$ cat src/rtl/core/mclb_pkg.sv
package mclb_pkg;

   // widths of the item fields
   localparam int FUNC_W      = 2;
   localparam int LED_INDEX_W = 4;
   localparam int COUNT_IN_W  = 8;
   localparam int PERIOD_W    = 16;
   localparam int NOW_W       = 32;
   localparam int LEVELS_W    = 10;

   // configuration port
   localparam int CSR_INDEX_W = 1;
   localparam int CSR_DATA_W  = 10;
   localparam logic [CSR_INDEX_W-1:0] CSR_LED_COUNT = 1'b0;
   localparam logic [CSR_INDEX_W-1:0] CSR_ON_LEVELS = 1'b1;

   // reset and init values
   localparam logic [LED_INDEX_W-1:0] LED_COUNT_RESET = 4'd10;
   localparam logic [LEVELS_W-1:0]    ON_LEVELS_RESET = 10'h3FF;
   localparam logic [PERIOD_W-1:0]    INIT_PERIOD     = 16'd500;

   typedef enum logic [1:0] {
      MODE_IDLE   = 2'd0,
      MODE_HOLD   = 2'd1,
      MODE_TOGGLE = 2'd2
   } mode_type;

   typedef enum logic [1:0] {
      FUNC_TICK  = 2'd0,
      FUNC_SET   = 2'd1,
      FUNC_CLEAR = 2'd2
   } func_type;

   typedef enum logic [1:0] {
      ST_IDLE,
      ST_EXEC,
      ST_REPLY
   } state_type;

   // controller to datapath
   typedef struct packed {
      logic capture;
      logic tick_step;
      logic edit;
      logic reply;
   } cmd_type;

   // datapath to controller
   typedef struct packed {
      func_type func;
      logic     last_channel;
      logic     rsp_free;
   } stat_type;

endpackage

$ cat src/rtl/core/mclb_ctrl.sv
module mclb_ctrl import mclb_pkg::*; (
   input  logic     clock,
   input  logic     reset,
   input  logic     req_valid,
   output logic     req_ready,
   input  stat_type stat,
   output cmd_type  cmd
);

   state_type state_ff;
   state_type state_in;

   // state register
   always_ff @(posedge clock) begin
      if (reset) begin
         state_ff <= ST_IDLE;
      end else begin
         state_ff <= state_in;
      end
   end

   // next state
   always_comb begin
      state_in = state_ff;
      case (state_ff)
         ST_IDLE: begin
            if (req_valid) begin
               state_in = ST_EXEC;
            end
         end
         ST_EXEC: begin
            if (stat.func != FUNC_TICK || stat.last_channel) begin
               state_in = ST_REPLY;
            end
         end
         ST_REPLY: begin
            if (stat.rsp_free) begin
               state_in = ST_IDLE;
            end
         end
         default: state_in = ST_IDLE;
      endcase
   end

   // outputs
   always_comb begin
      cmd       = '0;
      req_ready = 1'b0;
      case (state_ff)
         ST_IDLE: begin
            req_ready   = 1'b1;
            cmd.capture = req_valid;
         end
         ST_EXEC: begin
            cmd.tick_step = (stat.func == FUNC_TICK);
            cmd.edit      = (stat.func != FUNC_TICK);
         end
         ST_REPLY: begin
            cmd.reply = stat.rsp_free;
         end
         default: begin
            cmd = '0;
         end
      endcase
   end

endmodule

$ cat config.mk
export PLATFORM = sky130hd
export DESIGN_NAME = mclb_ctrl
export DESIGN_NICKNAME = d
export VERILOG_FILES = /design/src/rtl/core/mclb_pkg.sv /design/src/rtl/core/mclb_ctrl.sv
export SDC_FILE = /design/constraint.sdc
export NUM_CORES = 1
export LEC_CHECK = 0
export ABC_AREA = 0
export BUFFER_PORTS_ARGS = -buffer_cell sky130_fd_sc_hd__buf_2
export CAP_MARGIN = 20
export CORE_AREA = 2 2 39 41
export DETAILED_ROUTE_END_ITERATION = 6
export DIE_AREA = 0 0 41 43
export GPL_ROUTABILITY_DRIVEN = 0
export PLACE_DENSITY = 0.34
export REMOVE_ABC_BUFFERS = 1
export SLEW_MARGIN = 15
export SYNTH_ARGS = -nofsm -noshare
export SYNTH_HDL_FRONTEND = slang
export SYNTH_SLANG_ARGS = --single-unit
$ cat constraint.sdc
create_clock -name clock -period 1.6 [get_ports clock]
set_clock_uncertainty 0.15 [all_clocks]
set_input_delay 0.16 -clock clock [delete_from_list [all_inputs] [get_ports clock]]
set_output_delay 0.16 -clock clock [all_outputs]
set_load 0.005 [all_outputs]
# Word level (Yosys, flattened, before mapping)
# Cells that the tools add are included.
dict set report op_classes {
  addsub 0
  mul 0
  n_div 0
  n_lt_le_gt_ge 0
  eq_ne 5
  shift 0
  muxes 8
  n_bitwise 0
  n_reduce_logical 5
}
# operator count
set op_table {}
lappend op_table {{$mux 2} 4}
lappend op_table {{$ne 2x2->1 const B} 3}
lappend op_table {{$pmux 2 s3} 1}
lappend op_table {{$logic_not 2->1} 2}
lappend op_table {{$mux 1} 3}
lappend op_table {{$reduce_and 3->1} 1}
lappend op_table {{$eq 2x1->1 const B} 1}
lappend op_table {{$eq 2x2->1 const B} 1}
lappend op_table {{$reduce_bool 2->1} 1}
lappend op_table {{$logic_or 1x1->1} 1}
dict set report totals {
  register_bits 2
  latchBits 0
  ramBits 0
  mem_bits_ro 0
  in_bits 7
  out_inout_bits 5
  word_cells 19
  memories 0
}

# Longest topological paths before layout
# Gate-level depths: netlist of run 1.
dict set report depth {
  ltp_word 4
  depth_mapped 2
  mapped_depth_nobuf 2
}

# Least setup slack after synthesis of run 1
# No wires, ideal clock.
dict set report synth_path {
  path_kind {register -> register}
  startpoint {register state_ff[0]}
  endpoint {register state_ff[0]}
  setup_ps 79
  arrival_time_ps 969
  setup_slack_ps 402
  path_stages_with_launch 3
  n_path_buf 0
  period_less_slack_ps 1198
  cell_sequence {dfxtp_1 or4b_1 a211oi_2}
}
dict set report synth_via {
  elab_chain_cells 3
  word_cells_on_any_way 8
  cone_classes {5 x eq/ne; 1 x mux; 2 x reduce/logical}
}
# item line
set synth_lines {}
lappend synth_lines {{start: declaration} mclb_ctrl.sv:10} ;# state_type state_ff;
lappend synth_lines {{start signal: assignment} mclb_ctrl.sv:18} ;# state_ff <= state_in;
lappend synth_lines {{$eq 2x1->1, or another cell as far along} mclb_ctrl.sv:25} ;# case (state_ff)
lappend synth_lines {{$ne 2x2->1 (no line)} -}
lappend synth_lines {{$reduce_and 3->1 (no line)} -}
# Several ways; a longest one is shown, not always the timed one.
# A chain may end at the register's enable or synchronous reset.

==> out/qor.yml, run 1 <==
power_and_ir_drop:
  power_mw: 0.203
  vdd_ir_drop_max_uv: 104
  p_per_area_nw_per_um2: 864
  p_int_mw: 0.156
  seq_power_share_pct: 28.5
  p_sw_mw: 0.0471
  p_leak_nw: 0.108
  swShare_pct: 23.2
  pwr-share-clk_pct: 54.3
  comb_power_share_pct: 17.2
clock_tree:
  clockRootBuffer: "clkbuf_4"
  cts_sinks: 2
  insertion_delay_ns: 0.22
  clk_pin_slew_ns: 0.03
  cts_setup_buffers: 0
  cts_buffer_depth: 2
  htree_levels: 1
  cts_tree: "done"
  cts-resized-gates: 0
  numCtsBuffers: 3
worst_hold_path:
  hold_path_class: "input pin to flip-flop"
routing:
  wl_met3_um: 28
  wire_per_inst_um: 7.60
  drt-total-wl_um: 357
  dr.pass1.iters: 2
  drc: 0
  wirelength_met1_um: 160
  vias_per_cell: 3.68
  vias: 173
  drt_first_iter_violations: 2
  final_antenna_net_count: 0
  met2WireLength_um: 159
  top_layer: "met4"
synth:
  synthAdderAreaFrac_pct: 0
  synth_area_um2: 128
  synth_compound_area_share_pct: 15.7
  syn_area_per_cell_um2: 7.98
  yosys.area_share.xor_xnor_pct: 0
  ys_seq_area_share_pct: 31.4
  synth_warnings: 0
  ys_ff_latch: 2
  yosys.cell_types.count: 9
  yosys.area_share.simple_pct: 52.9
  synth_top_family_by_area: "simple AND/OR/NAND/NOR gates"
  synthCells: 16
  synth_mux_area_share_pct: 0
timing:
  slew_viol_final: 0
  min_period_ns: 1.38
  slew_headroom_pct: 86.9
  post-route-period-util_pct: 86.5
  fin_ws_ns: 0.217
  fmax_ghz: 0.723
  final_hold_viol_count: 0
  tightest_slew_ns: 0.195
  rsz0062_at_grt: "no"
  setup_viol: 0
  setup_tns_ns: 0
floorplan:
  die_h_um: 43
  fp.dieW_um: 41
  initial_core_util_pct: 9.22
  rows: 14
  io_pins: 12
  coreArea_um2: 1380
  fp.dieArea_um2: 1760
grt:
  grtUsageTotal_pct: 5.30
  grt_antenna_before_repair: 0
  overflow: 0
  grt_pass1_wl_um: 545
  grt_pass1_vias: 154
  grt_max_degree: 7
placement:
  dp_hpwl_um: 297
  io_buffer_count: 11
  place_ws_ns: 0.339
final_layout:
  fin_util_pct: 17.0
  final_nets: 40
  largest_reg_flops: 2
  area_delta_synth_final_pct: 84.3
  regMostFlops: "state_ff"
  regArea_um2: 40.0
  multi_input_comb_area_um2: 87.6
  fillerInstances: 166
  reg.largest.list: "state_ff (2)"
  drive_above_1_share_pct: 48.4
  n_antenna_cell: 0
run:
  maxCapViolCount: 0
worst_setup_path:
  crit_arrival_ns: 1.36
  cp-start-kind: "input pin"
  end_kind: "flip-flop"
  setup.worst_path.class: "input pin to flip-flop"
  r2r_setup_slack_ns: 0.36
  worstPathMaxFanout: 3
  worstPathRequired_ns: 1.58
run_status:
  status: "complete, no violations"
==> Yosys cell counts (all sizes together) <==
master	n	share of area [%]
and2	1	4.9
nor3	2	7.8
dfxtp	2	31
a211oi	1	9.8
nand2b	2	9.8
or4b	2	16
o31ai	1	5.9
nand2	1	2.9
nor2	4	12
==> power groups by stage <==
stage / Combinational [mW] / Sequential (mW) / Clock, mW
floorplan: 0.0146 / 0.0574 / 0
global placement: 0.0341 / 0.0586 / 0
detailed placement: 0.0339 / 0.0588 / 0
CTS: 0.0357 / 0.0581 / 0.118
global route: 0.0394 / 0.0585 / 0.129
finish: 0.0350 / 0.0579 / 0.110
==> final cells by class <==
class | instances | area share [%]
flip-flops and latches | 2 | 17.0
multi-input cells | 14 | 37.2
well taps | 16 | 8.51
repair buffers | 12 | 27.7
clock buffers | 3 | 9.57
==> metrics by stage <==
step	instance area, um2	cells	hold WS, ns
floorplan	128	16	0.0746
global placement	203	43	0.210
detailed placement	203	43	0.209
CTS	235	47	0.0690
global route	235	47	0.0731
finish	235	47	0.0773
==> worst paths after layout <==
path,from,endpoint,depth (start not counted)
setup / recovery,reset,state_ff[1],4
hold / removal,req_valid,state_ff[0],3
setup reg to reg,state_ff[0],state_ff[0],2
hold reg to reg,state_ff[1],state_ff[0],1
==> worst max-delay path, cell delays in order <==
cell	delay, ns
dlygate4sd3_1	0.53
buf_2	0.14
or4b_1	0.46
o31ai_1	0.08
==> timing repair <==
item,CTS,global route
hold buffers,1,0
endpoints found under the hold margin,1,0
setup endpoints to repair,0,0
==> kinds of logic after synthesis <==
group,Yosys count
compound gates,2
simple gates,12
flops,2
==> per-layer routing <==
metal  GRT usage, %  vias to the layer above
met5              0                        -
met1           5.40                       76
li1               -                       89
met4           10.0                        0
met3           1.57                        2
met2           5.63                        6
==> layout by cell type, fill, tap and decap left out <==
cell           Yosys  routed
buf_2              0      11
nor2_1             4       4
clkbuf_4           0       3
nand2_1            1       1
dfxtp_1            2       2
nor3_1             2       2
a211oi_2           1       1
o31ai_1            1       1
dlygate4sd3_1      0       1
or4b_1             2       2
nand2b_1           2       2
and2_1             1       1
(Power assumes the default switching activity.)
==> run 2, diff against run 1 <==
==> constraint.sdc (replaced) <==
create_clock -name clock -period 1.6 [get_ports clock]
set_clock_uncertainty 0.15 [all_clocks]
set_input_delay 0.08 -clock clock [delete_from_list [all_inputs] [get_ports clock]]
set_output_delay 0.08 -clock clock [all_outputs]
set_load 0.005 [all_outputs]
==> out/qor.yml, run 2 (synthesis gave the netlist of run 1 again) <==
final_layout:
  mostFrequentLayoutCells: "11 x buf_2, 4 x nor2_1, 4 x dlygate4sd3_1"
  n_antenna_cell: 0
  final_nets: 43
  reg.largest.list: "state_ff (2)"
  fin_util_pct: 19.2
  regMostFlops: "state_ff"
  area_delta_synth_final_pct: 108
  largest_reg_flops: 2
  design_area_um2: 265
  fillerInstances: 161
  drive_above_1_share_pct: 44.1
  final_common_cell: "buf_2"
timing:
  setup_tns_ns: 0
  setup_viol: 0
  fmax_ghz: 0.725
  slew_viol_final: 0
  min_period_ns: 1.38
  tightest_slew_ns: 0.189
  final_hold_viol_count: 0
  post-route-period-util_pct: 86.3
  rsz0062_at_grt: "no"
  slew_headroom_pct: 87.3
worst_setup_path:
  cp-start-kind: "input pin"
  worstPathRequired_ns: 1.60
  reg2reg_from: "state_ff[0]"
  r2r-end: "state_ff[0]"
  r2r_setup_slack_ns: 0.35
  worst_path_largest_cell_delay_ns: 0.53
  reg2regPathDepth: 2
  worstPathMaxFanout: 2
  critPathLaunch: "stat[1]"
  setup.worst_path.class: "input pin to flip-flop"
  crit_arrival_ns: 1.38
  end_kind: "flip-flop"
  slowest_stage: "dlygate4sd3_1"
  path_cells: "dlygate4sd3_1 > buf_2 > or4b_1 > a211oi_2"
power_and_ir_drop:
  vdd_ir_drop_max_uv: 81.2
  p_per_area_nw_per_um2: 794
  p_leak_nw: 0.120
  power_mw: 0.211
floorplan:
  io_pins: 12
  coreArea_um2: 1380
  fp.dieArea_um2: 1760
  fp.dieW_um: 41
  rows: 14
  die_h_um: 43
  initial_core_util_pct: 9.22
placement:
  io_buffer_count: 11
  dp_hpwl_um: 282
  placedInstanceArea_um2: 203
clock_tree:
  cts_tree: "done"
  cts_setup_buffers: 0
  cts_buffer_depth: 2
  htree_levels: 1
  hold_buffers: 4
  insertion_delay_ns: 0.22
  clk_pin_slew_ns: 0.03
  cts_sinks: 2
  cts-resized-gates: 0
  clockRootBuffer: "clkbuf_4"
  numCtsBuffers: 3
worst_hold_path:
  whs_path_depth: 3
  hold_end: "state_ff[0]"
  min_from: "stat[3]"
  hold_path_class: "input pin to flip-flop"
routing:
  drc: 0
  final_antenna_net_count: 0
  vias: 183
  drt-total-wl_um: 376
  wire_per_inst_um: 7.52
  drt_first_iter_violations: 3
  dr.pass1.iters: 2
  vias_per_cell: 3.66
grt:
  grt_pass1_wl_um: 531
  grt_pass1_vias: 155
  grt_max_degree: 7
  overflow: 0
  grtUsageTotal_pct: 5.20
  grt_antenna_before_repair: 0
run:
  maxCapViolCount: 0
run_status:
  status: "complete, no violations"
-- run 2: changes by cell type in the layout (fill, tap and decap cells not counted) --
| cell | previous run | this run |
|---|---|---|
| dlygate4sd3_1 | 1 | 4 |
-- run 2: layout make-up --
class | instances | area [um2] | area share (%)
Clock buffer | 3 | 22.5 | 8.49
Sequential cell | 2 | 40.0 | 15.1
Multi-Input combinational cell | 14 | 87.6 | 33.0
Timing Repair Buffer | 15 | 95.1 | 35.8
Tap cell | 16 | 20.0 | 7.55
-- run 2: critical path: cells and delay by family --
kind            cells  cell delay (ns)
compound gates      1             0.17
buf+inv             2             0.65
simple gates        1             0.48
-- run 2: where the power goes --
| part | switching (mW) | internal, mW | leakage (nW) | total, mW |
|---|---|---|---|---|
| sequential | 0.00429 | 0.0537 | 0.0165 | 0.0580 |
| clock | 0.0296 | 0.0829 | 0.0138 | 0.112 |
| combinational | 0.0157 | 0.0246 | 0.0898 | 0.0403 |
-- run 2: how the worst max path moves through the flow --
stage                        to  slack (ns)  cells past startpoint
finish              state_ff[0]        0.22                      4
global placement    state_ff[0]        0.36                      2
global route        state_ff[0]        0.19                      4
CTS                 state_ff[0]        0.23                      4
detailed placement  state_ff[0]        0.34                      2
floorplan           state_ff[0]        0.40                      2
-- run 2: through the flow --
stage	setup WS (ns)	instances	hold WS, ns
after floorplan	0.402	16	-0.00535
after global placement	0.357	43	0.130
after detailed placement	0.339	43	0.132
after CTS	0.225	50	0.0236
after global routing	0.195	50	0.0371
final	0.220	50	0.0341
-- run 2: per-layer routing --
metal  global-route usage (%)  vias up  part of all wire (%)
met1                     5.08       79                    49
met2                     5.63        6                    44
li1                         -       96                     -
met5                        0        -                     0
met4                     10.0        0                   2.4
met3                     1.57        2                   4.0
