## src/rtl/core/mclb_pkg.sv

```systemverilog
package mclb_pkg;

   // widths of the item fields
   localparam int FUNC_W      = 2;
   localparam int LED_INDEX_W = 4;
   localparam int COUNT_IN_W  = 8;
   localparam int PERIOD_W    = 16;
   localparam int NOW_W       = 32;
   localparam int LEVELS_W    = 10;

   // configuration port
   localparam int CSR_INDEX_W = 1;
   localparam int CSR_DATA_W  = 10;
   localparam logic [CSR_INDEX_W-1:0] CSR_LED_COUNT = 1'b0;
   localparam logic [CSR_INDEX_W-1:0] CSR_ON_LEVELS = 1'b1;

   // reset and init values
   localparam logic [LED_INDEX_W-1:0] LED_COUNT_RESET = 4'd10;
   localparam logic [LEVELS_W-1:0]    ON_LEVELS_RESET = 10'h3FF;
   localparam logic [PERIOD_W-1:0]    INIT_PERIOD     = 16'd500;

   typedef enum logic [1:0] {
      MODE_IDLE   = 2'd0,
      MODE_HOLD   = 2'd1,
      MODE_TOGGLE = 2'd2
   } mode_type;

   typedef enum logic [1:0] {
      FUNC_TICK  = 2'd0,
      FUNC_SET   = 2'd1,
      FUNC_CLEAR = 2'd2
   } func_type;

   typedef enum logic [1:0] {
      ST_IDLE,
      ST_EXEC,
      ST_REPLY
   } state_type;

   // controller to datapath
   typedef struct packed {
      logic capture;
      logic tick_step;
      logic edit;
      logic reply;
   } cmd_type;

   // datapath to controller
   typedef struct packed {
      func_type func;
      logic     last_channel;
      logic     rsp_free;
   } stat_type;

endpackage

```

## src/rtl/core/mclb_dp.sv

```systemverilog
module mclb_dp import mclb_pkg::*; #(
   parameter int NUM_LEDS    = 10,
   parameter int COUNT_WIDTH = 8,
   parameter int TIME_WIDTH  = 32
) (
   input  logic                   clock,
   input  logic                   reset,
   input  cmd_type                cmd,
   output stat_type               stat,
   input  logic [FUNC_W-1:0]      item_func,
   input  logic [LED_INDEX_W-1:0] item_led_index,
   input  logic [COUNT_IN_W-1:0]  item_blink_count,
   input  logic                   item_forever_req,
   input  logic [PERIOD_W-1:0]    item_period_ms,
   input  logic [NOW_W-1:0]       item_now_ms,
   input  logic                   csr_wr_en,
   input  logic [CSR_INDEX_W-1:0] csr_index,
   input  logic [CSR_DATA_W-1:0]  csr_wdata,
   input  logic                   rsp_ready,
   output logic                   rsp_valid,
   output logic [LEVELS_W-1:0]    rsp_led_levels
);

   localparam int IDX_W     = (NUM_LEDS > 1) ? $clog2(NUM_LEDS) : 1;
   localparam int CNT_EXT_W = (COUNT_WIDTH > COUNT_IN_W) ? COUNT_WIDTH : COUNT_IN_W;
   localparam int CMP_W     = ($clog2(NUM_LEDS + 1) > LED_INDEX_W) ?
                              $clog2(NUM_LEDS + 1) : LED_INDEX_W;
   localparam logic [CMP_W-1:0] NUM_CMP   = CMP_W'(NUM_LEDS);
   localparam logic [CMP_W-1:0] RST_COUNT =
      (CMP_W'(LED_COUNT_RESET) < NUM_CMP) ? CMP_W'(LED_COUNT_RESET) : NUM_CMP;
   localparam logic [IDX_W-1:0] LAST_IDX  = IDX_W'(NUM_LEDS - 1);

   // per-channel state
   mode_type                mode_ff    [NUM_LEDS];
   logic [COUNT_WIDTH-1:0]  cnt_ff     [NUM_LEDS];
   logic                    forever_ff [NUM_LEDS];
   logic [PERIOD_W-1:0]     period_ff  [NUM_LEDS];
   logic [TIME_WIDTH-1:0]   last_ff    [NUM_LEDS];
   logic [NUM_LEDS-1:0]     pin_ff;
   logic [LEVELS_W-1:0]     on_levels_ff;

   // latched item
   func_type                func_ff;
   logic [LED_INDEX_W-1:0]  idx_ff;
   logic [COUNT_WIDTH-1:0]  blink_ff;
   logic                    forever_req_ff;
   logic [PERIOD_W-1:0]     period_req_ff;
   logic [TIME_WIDTH-1:0]   now_ff;
   logic [IDX_W-1:0]        cursor_ff;

   // result register
   logic                    rsp_valid_ff;
   logic [LEVELS_W-1:0]     rsp_levels_ff;

   logic [CNT_EXT_W-1:0]    blink_ext;
   logic [CMP_W-1:0]        idx_cmp;
   logic [CMP_W-1:0]        csr_count;
   logic [CMP_W-1:0]        csr_sat;
   logic                    idx_in_range;
   logic [IDX_W-1:0]        addr;
   logic [NUM_LEDS-1:0]     on_vec;
   logic [LEVELS_W-1:0]     levels_vec;
   logic                    due;
   logic                    active;
   logic                    ent_wr;
   mode_type                mode_in;
   logic [COUNT_WIDTH-1:0]  cnt_in;
   logic                    forever_in;
   logic [PERIOD_W-1:0]     period_in;
   logic [TIME_WIDTH-1:0]   last_in;
   logic                    pin_in;

   // on levels and result levels, channels past the level field read as off
   for (genvar g = 0; g < NUM_LEDS; g++) begin : g_on
      if (g < LEVELS_W) begin : g_lit
         assign on_vec[g] = on_levels_ff[g];
      end else begin : g_dark
         assign on_vec[g] = 1'b0;
      end
   end
   for (genvar g = 0; g < LEVELS_W; g++) begin : g_lvl
      if (g < NUM_LEDS) begin : g_pin
         assign levels_vec[g] = pin_ff[g];
      end else begin : g_none
         assign levels_vec[g] = 1'b0;
      end
   end

   // addressing
   assign blink_ext    = CNT_EXT_W'(item_blink_count);
   assign idx_cmp      = CMP_W'(idx_ff);
   assign idx_in_range = (idx_cmp < NUM_CMP);
   assign addr         = cmd.tick_step ? cursor_ff : idx_cmp[IDX_W-1:0];
   assign csr_count    = CMP_W'(csr_wdata[LED_INDEX_W-1:0]);
   assign csr_sat      = (csr_count < NUM_CMP) ? csr_count : NUM_CMP;

   // due check with wrapping time
   assign due = ((now_ff - last_ff[addr]) >= TIME_WIDTH'(period_ff[addr]));

   // update of the addressed channel
   always_comb begin
      mode_in    = mode_ff[addr];
      cnt_in     = cnt_ff[addr];
      forever_in = forever_ff[addr];
      period_in  = period_ff[addr];
      last_in    = last_ff[addr];
      pin_in     = pin_ff[addr];
      active     = 1'b1;
      ent_wr     = 1'b0;
      if (cmd.tick_step) begin
         ent_wr = 1'b1;
         case (mode_ff[addr])
            MODE_HOLD: begin
               pin_in = on_vec[addr];
            end
            MODE_TOGGLE: begin
               if (!forever_ff[addr]) begin
                  if (cnt_ff[addr] != '0) begin
                     cnt_in = cnt_ff[addr] - 1'b1;
                  end else begin
                     mode_in = MODE_HOLD;
                     active  = 1'b0;
                  end
               end
               if (active && due) begin
                  pin_in  = ~pin_ff[addr];
                  last_in = now_ff;
               end
            end
            default: begin
               ent_wr = 1'b0;
            end
         endcase
      end else if (cmd.edit && idx_in_range) begin
         case (func_ff)
            FUNC_SET: begin
               ent_wr     = 1'b1;
               cnt_in     = blink_ff;
               forever_in = forever_req_ff;
               period_in  = period_req_ff;
               if (period_req_ff == '0 || (!forever_req_ff && blink_ff == '0)) begin
                  mode_in = MODE_HOLD;
               end else begin
                  mode_in = MODE_TOGGLE;
               end
            end
            FUNC_CLEAR: begin
               ent_wr     = 1'b1;
               cnt_in     = '0;
               forever_in = 1'b1;
               period_in  = '0;
               mode_in    = MODE_HOLD;
            end
            default: begin
               ent_wr = 1'b0;
            end
         endcase
      end
   end

   // channel state, with re-init on a led count write
   always_ff @(posedge clock) begin
      if (reset) begin
         for (int i = 0; i < NUM_LEDS; i++) begin
            mode_ff[i]    <= (CMP_W'(i) < RST_COUNT) ? MODE_HOLD : MODE_IDLE;
            cnt_ff[i]     <= '0;
            forever_ff[i] <= 1'b1;
            period_ff[i]  <= INIT_PERIOD;
            last_ff[i]    <= '0;
         end
      end else if (csr_wr_en && csr_index == CSR_LED_COUNT) begin
         for (int i = 0; i < NUM_LEDS; i++) begin
            if (CMP_W'(i) < csr_sat) begin
               mode_ff[i]    <= MODE_HOLD;
               cnt_ff[i]     <= '0;
               forever_ff[i] <= 1'b1;
               period_ff[i]  <= INIT_PERIOD;
               last_ff[i]    <= '0;
            end
         end
      end else if (ent_wr) begin
         mode_ff[addr]    <= mode_in;
         cnt_ff[addr]     <= cnt_in;
         forever_ff[addr] <= forever_in;
         period_ff[addr]  <= period_in;
         last_ff[addr]    <= last_in;
      end
   end

   // pin levels and on levels
   always_ff @(posedge clock) begin
      if (reset) begin
         pin_ff       <= '0;
         on_levels_ff <= ON_LEVELS_RESET;
      end else begin
         if (ent_wr) begin
            pin_ff[addr] <= pin_in;
         end
         if (csr_wr_en && csr_index == CSR_ON_LEVELS) begin
            on_levels_ff <= csr_wdata[LEVELS_W-1:0];
         end
      end
   end

   // item capture
   always_ff @(posedge clock) begin
      if (cmd.capture) begin
         func_ff        <= func_type'(item_func);
         idx_ff         <= item_led_index;
         blink_ff       <= blink_ext[COUNT_WIDTH-1:0];
         forever_req_ff <= item_forever_req;
         period_req_ff  <= item_period_ms;
         now_ff         <= item_now_ms[TIME_WIDTH-1:0];
      end
   end

   // channel cursor for tick passes
   always_ff @(posedge clock) begin
      if (reset || cmd.capture) begin
         cursor_ff <= '0;
      end else if (cmd.tick_step) begin
         cursor_ff <= cursor_ff + 1'b1;
      end
   end

   // result register
   always_ff @(posedge clock) begin
      if (reset) begin
         rsp_valid_ff <= 1'b0;
      end else if (cmd.reply) begin
         rsp_valid_ff <= 1'b1;
      end else if (rsp_ready) begin
         rsp_valid_ff <= 1'b0;
      end
   end

   always_ff @(posedge clock) begin
      if (cmd.reply) begin
         rsp_levels_ff <= levels_vec;
      end
   end

   assign rsp_valid         = rsp_valid_ff;
   assign rsp_led_levels    = rsp_levels_ff;
   assign stat.func         = func_ff;
   assign stat.last_channel = (cursor_ff == LAST_IDX);
   assign stat.rsp_free     = !rsp_valid_ff || rsp_ready;

endmodule

```

## config.mk

```make
export PLATFORM = sky130hd
export DESIGN_NAME = mclb_dp
export DESIGN_NICKNAME = d
export VERILOG_FILES = /design/src/rtl/core/mclb_pkg.sv /design/src/rtl/core/mclb_dp.sv
export SDC_FILE = /design/constraint.sdc
export NUM_CORES = 1
export LEC_CHECK = 0
export BUFFER_PORTS_ARGS = -buffer_cell sky130_fd_sc_hd__clkbuf_2
export CORE_MARGIN = 2
export CORE_UTILIZATION = 45
export DETAILED_ROUTE_END_ITERATION = 8
export PLACE_DENSITY = 0.63
export REMOVE_ABC_BUFFERS = 1
export SYNTH_ARGS = -nofsm -noshare
export SYNTH_HDL_FRONTEND = slang
export SYNTH_SLANG_ARGS = --single-unit
```

## constraint.sdc

```tcl
create_clock -name clock -period 20.7 [get_ports clock]
set_clock_uncertainty 0.15 [all_clocks]
set_input_delay 2.07 -clock clock [delete_from_list [all_inputs] [get_ports clock]]
set_output_delay 2.07 -clock clock [all_outputs]
set_load 0.1 [all_outputs]
```

# == Yosys cells after proc, flatten, opt, wreduce, memory -nomap -nowiden ==
# Memories as Yosys holds them, arrays and structs flattened.
# Cells that the tools add are included.
# classes
bitwise_logic,52
n_lt_le_gt_ge,15
add_sub_neg,3
muxes,155
eq_ne,5
reduce_logical,22
# op_table
operator,count
2-to-1 mux 32 bit,14
2-to-1 mux 16 bit,13
2-to-1 mux 8 bit,16
2-to-1 mux 1 bit,79
bitwise OR 1 bit,50
2-to-1 mux 2 bit,17
>= comparator 32 x 16 -> 1 bit,1
case mux 16 bit (2 select lines),1
OR reduction 32 bit,1
subtractor 32 bit,1
2-to-1 mux 4 bit,7
logical NOT 16 bit,1
"< comparator 3 x 4 -> 1 bit, first input constant",4
case mux 8 bit (2 select lines),1
OR reduction 16 bit,1
bitwise mux 10 bit,1
binary-select mux 1 bit (select 4 bit),2
logical NOT 8 bit,1
"< comparator 1 x 4 -> 1 bit, first input constant",2
"< comparator 2 x 4 -> 1 bit, first input constant",2
"< comparator 4 bit, first input constant",2
"< comparator 4 bit, second input constant",2
nonzero test 8 bit,1
OR reduction 8 bit,1
other kinds (17),31
# word_totals
word_cells,268
memories,5
inputBits,82
out_inout_bits,15
regBits,98
mem_bits_rw,590
# mem_list
memory,depth,width,rd,rd_ports_with_merged_regs,wr,line,text
last_ff,10,32,1,0,10,mclb_dp.sv:38,logic [TIME_WIDTH-1:0] last_ff [NUM_LEDS];
period_ff,10,16,1,0,10,mclb_dp.sv:37,logic [PERIOD_W-1:0] period_ff [NUM_LEDS];
cnt_ff,10,8,1,0,10,mclb_dp.sv:35,logic [COUNT_WIDTH-1:0] cnt_ff [NUM_LEDS];
mode_ff,10,2,1,0,10,mclb_dp.sv:34,mode_type mode_ff [NUM_LEDS];
forever_ff,10,1,1,0,10,mclb_dp.sv:36,logic forever_ff [NUM_LEDS];

# == Depth between registers and ports, before layout ==
# Gate-level depths: netlist (run 1).
# An unclocked memory read counts as a cell.
# logic_depth
word_depth,12
mapped_depth,38
mapped_depth_nobuf,26

# == Least setup slack after synthesis (run 1) ==
# No wires, ideal clock.
# synth_path
path_type,input-to-reg
from,input csr_wr_en
to,memory forever_ff[6]
path_buffers,2
path_stages,6
setup_time_ps,86
path_slack_ps,10147
required_ps,20464
t_arrival_ps,10317
cell_sequence,clkbuf_1 nor2b_1 clkbuf_1 nand2_1 o311ai_0 o22a_1
# synth_lines
item,line,text
start: declaration,mclb_dp.sv:16,"input logic csr_wr_en,"
end: declaration,mclb_dp.sv:36,

==> impl_metrics.toml, run 1 <==
[timing]
min_period_ns = 11.55
relSlewSlack_pct = 8.16
slew_violations = 0
fin_tns_setup_ns = 0
fin_crit_sh_pct = 55.8
fmaxAchievable_mhz = 86.6
finalSetupViolCount = 0
worst-slew-pin-transition_ns = 1.34
hold_viol_final = 0
grt_setup_unrepaired = "false"

[finish]
drive_gt1_share_pct = 27.6
utilization_pct = 50.4
ff_latch_area_um2 = 30900
diodes = 0
nets = 3293
multi_input_comb_area_um2 = 14400
area_delta_synth_final_pct = 11.2
fillerInstances = 8652

[logic_synthesis]
yosysWarningCount = 0
ys_top_cells_by_area = "edfxtp_1 65%, mux4_2 11%, nor2_2 3.4%"
synthCells = 3126
ys_seq_area_share_pct = 66.0
synth_top_area_share_pct = 64.5
ys_types = 88
ys_async_sr_fraction_pct = 0
avgSynthCellArea_um2 = 15.0
syn_area_um2 = 46800
ys_seq_elements = 1042
ys.flop_type = "edfxtp_1"
yosysTopAreaCell = "edfxtp_1"
synth_edf_count = 1007

[detailed_routing]
drtIter0Drc = 3596
ant_nets = 0
num_vias = 28300
drc_errors = 0
wl_mm = 133
wl_per_cell_um = 28.7
drtPass1Iterations = 6
avgViaCountPerCell = 6.11

[place]
hpwl_mm = 76.2
place_congestion = 0.921
portBuffers = 96

[global_route]
overflow = 0
grt_pass1_vias = 28500
grt_first_pass_wirelength_mm = 193
grt_max_degree = 120
grt_use_total_pct = 24.8
antenna_found_initial = 1

[worst_setup_path]
regToRegEndpoint = "last_ff[10][23]"
arrival_ns = 11.77
critPathRequiredTime_ns = 20.92
crit_path_max_incr_delay_ns = 1.16
cp_slowest_cell = "mux2i_1"
ff2ff_setup_slack_ns = 10.52
r2r_cells = 28
cp-end-kind = "register"
r2r_start = "idx_cmp[0]"
crit_end = "last_ff[10][23]"
cp_max_fo = 119
start_kind = "input port"
worstSetupStartpoint = "cmd[2]"
crit_type = "in2reg"
crit_path_frequent_cell = "a21o_1"

[die]
core_area_um2 = 103000
die_y_um = 327
dieArea_um2 = 107000
die_w_um = 327
io_pins = 97
initial_core_util_pct = 45.3
rows = 118

[cts]
path_clk_slew_ns = 0.06
cts_hold_buf = 0
post_cts_buffers = 0
ctsResizeCount = 0
numCtsBuffers = 109
cts_max_path_buffers = 3
clock_sinks = 1042
htreeDepth = 3
cts_tree = "built"
cts_root_buffer = "clkbuf_16"
insertion_delay_ns = 0.69

[hold_path]
min_path_type = "reg2reg"

[outcome]
status = "finished, final reports clean"

[power_and_ir_drop]
ir_drop_uv = 74.4
p_leak_uw = 0.0179
powerDensity_nw_per_um2 = 97.6

[run]
cap_violations = 0
[flip-flops by register name, indices dropped and copies added, names as in the netlist, 16 cells and up]
register       flops
last_ff          512
period_ff        256
cnt_ff           128
mode_ff           32
now_ff            32
forever_ff        16
period_req_ff     16
[Yosys cell counts, types with 11 or more instances]
cell type  number
nor2b_1        11
xnor2_1        11
dfxtp_1        35
buf_2          39
nor2_2        253
nand2_1       194
a22oi_1       122
clkbuf_1      147
and2_1         19
buf_6          32
xor2_1         13
nand4_1        12
o21ai_0        31
mux4_2        232
nor3_1         17
nand2b_1       24
mux2i_1        35
inv_2          30
o21bai_1       15
inv_1         109
nand3_1        50
o31ai_1        11
buf_1          12
ha_1           53
or2_2          11
a21oi_1        69
edfxtp_1     1007
nor2_1        311
a21o_1         38
[metal layers]
metal / track usage, % / up-vias / wire (um)
met4: 7.46 / 2 / 3870
met3: 4.74 / 236 / 12700
met1: 34.1 / 14600 / 52700
met2: 40.2 / 1519 / 63600
li1: - / 11900 / -
met5: 0 / - / 8
[area by class of cell]
type	instances	area share, %
Clock buffer	129	5.38
Clock inverter	74	1.34
Inverter	139	1.00
Multi-Input combinational cell	1705	27.7
Sequential cell	1042	59.4
Tap cell	1380	3.31
Timing Repair Buffer	160	1.90
[stage by stage]
step | cells | hold WS [ns] | setup WS [ns] | cell area (um2) | power [uW]
final | 4629 | 0.312 | 9.15 | 52100 | 5090
after global routing | 4629 | 0.331 | 8.53 | 52100 | 5240
after CTS | 4629 | 0.311 | 9.29 | 52100 | 5100
after detailed placement | 4426 | 0.297 | 8.58 | 48600 | 3190
after global placement | 4426 | 0.288 | 8.78 | 48600 | 3170
after floorplan | 2886 | 0.275 | 1.28 | 45600 | 3000
[placed cells by master (no fill, tap or decap), types with 63 or more instances in the layout]
cell type and count:
a22oi_1 122, a21oi_1 69, mux4_2 232, nor2_1 304, edfxtp_1 1007, nor2_2 254, inv_1 109, nand2_1 188
buf_4 63, clkbuf_16 109, clkbuf_2 95
[critical path, delay by kind of cell]
family / cells / cell delay [ns]
and+or+nand+nor: 6 / 2.23
muxes: 2 / 1.58
xor gates and xnor gates: 1 / 0.15
AOI/OAI and AO/OA: 12 / 1.92
buffers and inverters: 7 / 2.93
adders and majority gates: 2 / 0.63
[cells by family after synthesis]
group | synth area share (%)
AOI/OAI and AO/OA | 6.40
adders and majority gates | 1.48
buffers and inverters | 3.83
DFF | 66.0
muxes | 12.0
and+or+nand+nor | 9.83
xor gates and xnor gates | 0.449
[worst min-delay path by stage]
stage	from	cells past startpoint	endpoint	slack, ns
floorplan	levels_vec[2]	0	rsp_led_levels[2]	0.27
global placement	forever_ff[2]	1	forever_ff[2]	0.29
detailed placement	forever_ff[6]	1	forever_ff[6]	0.30
CTS	forever_ff[6]	1	forever_ff[6]	0.31
global route	forever_ff[5]	1	forever_ff[5]	0.33
finish	forever_ff[1]	1	forever_ff[1]	0.31
[power breakdown]
group | internal [uW] | leakage [uW] | total [uW] | switching [uW]
registers | 2420 | 0.0101 | 2460 | 36.7
clock network | 1110 | 0.00171 | 1930 | 825
logic | 230 | 0.00610 | 699 | 468
total | 3760 | 0.0179 | 5090 | 1330
No activity file was read; power rests on OpenSTA's default activity.
==> inputs of run 2 (changes only) <==
Clock period 20.7 ns to 11.39 ns, I/O delays scaled along.
==> run 2 against run 1 <==
  * Hold slack better by 0.0021 ns
  * Flip-flop and latch count did not move
  * Critical path depth shrank 5
  * Count of clock-buffer cells in the layout is 3 higher
  * Total power increased by 85%
  * Largest power group unchanged
==> impl_metrics.toml, run 2 (synthesized netlist as in run 1, its figures left out) <==
[worst_setup_path]
critPathRequiredTime_ns = 11.65
worstSetupStartpoint = "cursor_ff[1]"
cp-end-kind = "register"
r2r_start = "cursor_ff[1]"
arrival_ns = 8.89
ff2ff_setup_slack_ns = 2.75
crit_type = "reg2reg"
cp_max_fo = 74
start_kind = "register"
r2r_cells = 25
regToRegEndpoint = "last_ff[10][1]"

[global_route]
grt_first_pass_wirelength_mm = 190
grt_use_total_pct = 24.1
antenna_found_initial = 0
grt_max_degree = 75
grt_pass1_vias = 28200
overflow = 0

[die]
core_area_um2 = 103000
io_pins = 97
die_w_um = 327
dieArea_um2 = 107000
initial_core_util_pct = 45.3
die_y_um = 327
rows = 118

[place]
place_congestion = 0.932
hpwl_mm = 75.1
portBuffers = 96

[power_and_ir_drop]
p_leak_uw = 0.0182
finalPower_uw = 9410
powerDensity_nw_per_um2 = 179
power.switching_uw = 2440
seq_power_share_pct = 47.4
clock_power_share_pct = 38.9
ir_drop_uv = 172
p_sw_share_pct = 25.9
intPower_uw = 6980
comb_power_share_pct = 13.7

[detailed_routing]
wl_met2_mm = 60.9
drtIter0Drc = 3423
num_vias = 28100
drc_errors = 0
ant_nets = 0
top_layer_used = "met4"
dr_wl_met3_mm = 11.3
wl_mm = 129
drtPass1Iterations = 6
avgViaCountPerCell = 6.03
drt-met1-wl_mm = 52.4
wl_per_cell_um = 27.6

[timing]
finalSetupViolCount = 0
fin_crit_sh_pct = 75.8
fmaxAchievable_mhz = 116
hold_viol_final = 0
slew_violations = 0
grt_setup_unrepaired = "false"
min_period_ns = 8.64
relSlewSlack_pct = 9.66
worst-slew-pin-transition_ns = 1.32

[finish]
drive_gt1_share_pct = 28.1
final_cell_mix = "1007 x edfxtp_1, 304 x nor2_1, 254 x nor2_2"
mostFrequentLayoutCell = "edfxtp_1"
largest_reg_flops = 512
nets = 3318
diodes = 0
fillerInstances = 8610
area_delta_synth_final_pct = 12.2
max_flop_register = "last_ff"
utilization_pct = 50.9
reg_top3 = "last_ff: 512 flops, period_ff: 256 flops, cnt_ff: 128 flops"

[cts]
path_clk_slew_ns = 0.06
insertion_delay_ns = 0.72
post_cts_buffers = 0
cts_root_buffer = "clkbuf_16"
cts_max_path_buffers = 3
htreeDepth = 3
cts_hold_buf = 0
ctsResizeCount = 0
cts_tree = "built"
numCtsBuffers = 108
clock_sinks = 1042

[hold_path]
hold_depth = 1
hold_path_end = "forever_ff[6]"
holdCritStartpoint = "forever_ff[6]"
min_path_type = "reg2reg"

[outcome]
status = "finished, final reports clean"

[run]
cap_violations = 0
==> run 2: layout make-up <==
cell class / count / area [um2] / share of cell area [%]
Sequential cell: 1042 / 30900 / 58.9
Timing Repair Buffer: 186 / 1270 / 2.42
Clock inverter: 71 / 903 / 1.72
Tap cell: 1380 / 1730 / 3.28
Clock buffer: 132 / 2790 / 5.31
Multi-Input combinational cell: 1705 / 14400 / 27.4
Inverter: 139 / 522 / 0.993
==> run 2: worst max path at each step <==
| stage | end | slack, ns |
|---|---|---|
| 3_5_place_dp | last_ff[15][1] | 2.22 |
| 2_1_floorplan | cnt_ff[6][0] | -7.10 |
| 4_1_cts | last_ff[10][1] | 2.81 |
| 5_1_grt | last_ff[10][1] | 2.14 |
| 3_3_place_gp | last_ff[12][1] | 2.38 |
| 6_report | last_ff[10][1] | 2.75 |
==> run 2: worst max-delay path: stages, from the launching register on <==
cell	delay, ns
dfxtp_1	0.89
mux2_8	0.87
mux4_2	0.62
a22oi_1	0.22
nand2_1	0.10
inv_1	0.06
ha_1	0.29
a21o_1	0.21
a21o_1	0.17
a21oi_1	0.22
o21ai_0	0.19
or2_2	0.34
a21o_1	0.19
xor2_1	0.15
ha_1	0.32
a21o_1	0.16
a21oi_1	0.14
o21ai_0	0.11
a21oi_1	0.12
o21ai_0	0.09
nor4_1	0.15
nor4bb_1	0.47
a21o_2	0.53
buf_4	0.28
mux2i_1	0.99
inv_2	0.15
==> run 2: power groups by stage <==
stage	sequential [uW]	combinational [uW]	clock, uW
2_1_floorplan	4530	923	0
3_3_place_gp	4530	1270	0
3_5_place_dp	4540	1280	0
4_1_cts	4460	1290	3710
5_1_grt	4470	1400	3860
6_report	4460	1290	3660
==> run 2: metrics by stage <==
stage | cells | cell area [um2] | setup TNS, ns | hold slack [ns] | worst slack, ns
final | 4655 | 52600 | 0 | 0.314 | 2.75
after global routing | 4655 | 52600 | 0 | 0.337 | 2.14
after CTS | 4655 | 52600 | 0 | 0.314 | 2.81
after detailed placement | 4452 | 48900 | 0 | 0.297 | 2.22
after global placement | 4452 | 48900 | 0 | 0.288 | 2.38
after floorplan | 2886 | 45600 | -7437.65 | 0.275 | -7.10
==> run 2: routing by layer <==
layer / track usage, % / up-vias
met5: 0 / -
met4: 7.20 / 0
met3: 4.17 / 237
met2: 38.6 / 1396
met1: 34.0 / 14500
li1: - / 11900
